File: config.mk
export PLATFORM = sky130hd
export DESIGN_NAME = isr64_cell
export DESIGN_NICKNAME = d
export VERILOG_FILES = /design/src/rtl/isr64_cell.sv
export SDC_FILE = /design/constraint.sdc
export NUM_CORES = 1
export LEC_CHECK = 0
export ABC_AREA = 1
export BUFFER_PORTS_ARGS = -buffer_cell sky130_fd_sc_hd__buf_2
export CAP_MARGIN = 10
export CORE_MARGIN = 3
export CORE_UTILIZATION = 51
export DETAILED_ROUTE_END_ITERATION = 8
export GPL_ROUTABILITY_DRIVEN = 0
export PLACE_DENSITY = 0.88
export SLEW_MARGIN = 20
export SYNTH_ARGS = -nofsm -noshare
export SYNTH_HDL_FRONTEND = slang
export SYNTH_SLANG_ARGS = --single-unit
File: constraint.sdc
create_clock -name clk -period 2.6 [get_ports clk]
set_input_delay 0.26 -clock clk [delete_from_list [all_inputs] [get_ports clk]]
set_output_delay 0.26 -clock clk [all_outputs]
set_load 0.05 [all_outputs]
File: src/rtl/isr64_cell.sv
// One root-bit cell: brings down two radicand bits and decides one root bit.
`default_nettype none
module isr64_cell #(
  parameter int RB = 32,          // root bits
  parameter int PW = 2 * RB,      // padded radicand width
  parameter int RMW = RB + 1      // remainder width
) (
  input  wire logic           clk,
  input  wire logic           rst,
  input  wire logic           vld_in,
  input  wire logic [PW-1:0]  rad_in,
  input  wire logic [RMW-1:0] rem_in,
  input  wire logic [RB-1:0]  q_in,
  output logic                vld_out,
  output logic [PW-1:0]       rad_out,
  output logic [RMW-1:0]      rem_out,
  output logic [RB-1:0]       q_out
);
  logic [RMW+1:0] partial;
  logic [RMW+1:0] trial;
  logic [RMW+1:0] diff;
  logic           keep;
  logic [RMW-1:0] rem_next;
  logic [RB-1:0]  q_next;
  logic [PW-1:0]  rad_next;

  always_comb begin
    partial  = {rem_in, rad_in[PW-1 -: 2]};
    trial    = (RMW+2)'({q_in, 2'b01});
    diff     = partial - trial;
    keep     = (partial >= trial);
    // remainder stays below 2*(root+1), so it fits RMW bits
    rem_next = keep ? diff[RMW-1:0] : partial[RMW-1:0];
    q_next   = (q_in << 1) | RB'(keep);
    rad_next = rad_in << 2;
  end

  always_ff @(posedge clk) begin
    if (rst) begin
      vld_out <= 1'b0;
    end else begin
      vld_out <= vld_in;
    end
  end

  always_ff @(posedge clk) begin
    rad_out <= rad_next;
    rem_out <= rem_next;
    q_out   <= q_next;
  end
endmodule
`default_nettype wire

==> reports/qor.yml <==
status: "finished clean"
holdWs_ns: 0.0408
p_per_area_nw_per_um2: 731
fmax_mhz: 422
clock-root-buffer: "clkbuf_16"
ys_ff_latch: 128
endpoint: "rem_out[28]"
avgSynthCellArea_um2: 7.06
numCtsBuffers: 17
met2_usage: 0.602
setup_tns_ns: 0
grt_use_met3: 0.0771
vias: 6468
antenna_left: 0
vdd_drop_max_mv: 0.690
hold_path_class: "in2reg"
grt-busiest-layer: "met2"
start_util: 0.527
cts_setup_buffers: 0
crit_path_max_fanout: 32
min_period_over_period: 0.912
max_cap_violations: 0
synth_cells: 820
fp.coreArea_um2: 11000
grt_pass1_wl_mm: 32.6
core.rowCount: 38
dieHeight_um: 113
drt-initial-drc-count: 434
synth_warnings: 0
num_antenna_cells: 0
grt_pass1_vias: 6400
worstSetupPathType: "in2reg"
wl_per_cell_um: 15.8
path_clk_slew_ns: 0.06
crit_arrival_ns: 2.73
post-dp-hpwl_mm: 13.7
die_w_um: 113
area_delta_synth_final_pct: 50.6
track_usage: 0.326
fin_nets: 1353
io_buffers: 259
cts_buffer_depth: 2
htreeDepth: 4
cts_tree: "done"
critPathLaunch: "q_in[11]"
grt_max_degree: 33
routed_wirelength_mm: 21.2
ys_seq_area_frac: 0.443
gr-total-overflow: 0
finalCriticalPeriod_ns: 2.37
syn_area_um2: 5790
ys_types: 27
fillers: 697
worstSetupEndpointType: "register"
leakagePower_nw: 5.04
drc: 0
first_pass_iters: 6
required_ns: 2.96
via_per_inst: 4.83
antenna_found_initial: 0
rsz0062_at_grt: "false"
whs_path_depth: 3
final-hold-violation-count: 0
power_mw: 6.38
ios: 262
multi_input_area_um2: 2550
cts.sink_count: 128
worst_setup_path_start_kind: "input pin"
ff_latch_area_um2: 2560
maxSlewViolCount: 0
dieArea_um2: 12700
drive_above_1_share: 0.258
setup_viol: 0
met1_usage: 0.349
## routing by layer
metal / wire length (µm) / vias to the layer above
li1: - / 3184
met4: 871 / 0
met5: 0 / -
met1: 7890 / 2904
met2: 10900 / 318
met3: 1510 / 62
## state kept, by name (all words and copies together) (netlist names)
name,cells
rad_out,62
rem_out,33
q_out,32
vld_out,1
## power breakdown
group	total, mW	internal (mW)	switching, mW
clock	2.35	1.36	0.987
combinational	1.84	0.527	1.31
sequential	2.19	2.14	0.0513
total	6.38	4.03	2.35
## worst max-delay path, stage by stage
cell           delay (ns)
dlygate4sd3_1        0.54
buf_2                0.13
inv_1                0.06
ha_1                 0.32
nand2_1              0.11
inv_2                0.04
nand2_1              0.06
nand2_1              0.09
nand2_1              0.07
nand2_1              0.07
inv_1                0.10
nand3_2              0.12
nand2_2              0.13
nand2_8              0.15
inv_6                0.25
nand2_1              0.11
nand2_1              0.08
## worst min path at each step
stage / startpoint / to
floorplan: q_in[9] / q_out[10]
global placement: rad_in[27] / rad_out[29]
detailed placement: rad_in[21] / rad_out[23]
CTS: rem_in[12] / rem_out[14]
global route: rem_in[12] / rem_out[14]
finish: rem_in[2] / rem_out[4]
## placed cells by master (no fill, tap or decap), types with 2 or more instances in the layout
master and count:
nor2_1 37, xor2_1 14, inv_1 157, inv_6 7
nand2_2 3, buf_4 2, or2_2 2, nor3_1 9
dlygate4sd3_1 94, dfxtp_1 128, and2_1 7, ha_1 34
nand2_1 327, nand3_1 40, buf_2 259, nor2_2 6
inv_2 4, clkbuf_16 17, clkinv_2 2, nand3b_1 9
clkinvlp_4 3, conb_1 2, nand4_1 5, a21oi_1 21
## cells in the mapped netlist
cell type / n / area [µm²]
nand2_1: 327 / 1230
inv_1: 157 / 589
dfxtp_1: 128 / 2560
nand3_1: 40 / 200
nor2_1: 37 / 139
ha_1: 34 / 425
a21oi_1: 21 / 105
xor2_1: 14 / 123
nand3b_1: 9 / 67.6
nor3_1: 9 / 45.0
and2_1: 7 / 43.8
nor2_2: 6 / 37.5
buf_4: 5 / 37.5
nand4_1: 5 / 31.3
inv_2: 4 / 15.0
buf_6: 3 / 33.8
nand2_2: 3 / 18.8
or2_2: 2 / 12.5
a21o_1: 1 / 7.51
and3_1: 1 / 6.26
conb_1: 1 / 3.75
inv_4: 1 / 6.26
nand2_8: 1 / 20.0
nand3_2: 1 / 10.0
o211a_1: 1 / 10.0
o21ai_0: 1 / 5.00
o21ai_1: 1 / 5.00
## stage by stage
| step | instances | util | area [µm²] | setup slack [ns] |
|---|---|---|---|---|
| after floorplan | 821 | - | 5790 | 0.913 |
| after global placement | 1214 | 0.656 | 7210 | 0.445 |
| after detailed placement | 1214 | 0.656 | 7210 | 0.382 |
| after CTS | 1340 | 0.794 | 8720 | 0.197 |
| after global routing | 1340 | 0.794 | 8720 | 0.0561 |
| final | 1340 | 0.794 | 8720 | 0.228 |
## area by class of cell
type                    instances  share of cell area
clock buffers                  19              0.0508
well taps                     140              0.0201
multi-input cells             523               0.292
clock inverters                13              0.0145
flip-flops and latches        128               0.294
repair buffers                355               0.258
inverters                     162              0.0703
## cell families (layout without fill, tap and decap cells)
logic type | count (synthesis) | count (layout) | synth area share
compound gates | 25 | 25 | 0.0229
xor+xnor | 14 | 14 | 0.0212
fa+ha+maj | 34 | 34 | 0.0735
buf+inv | 170 | 549 | 0.118
flops | 128 | 128 | 0.443
other cells | 1 | 2 | 0.000648
simple gates | 448 | 448 | 0.321
## what timing repair did
item	CTS	global route
endpoints found under the setup margin	0	7
endpoints found under the hold margin	94	0
hold buffers	94	0
gates resized for setup	0	1
Note: power is estimated with default switching activity, not from simulation.
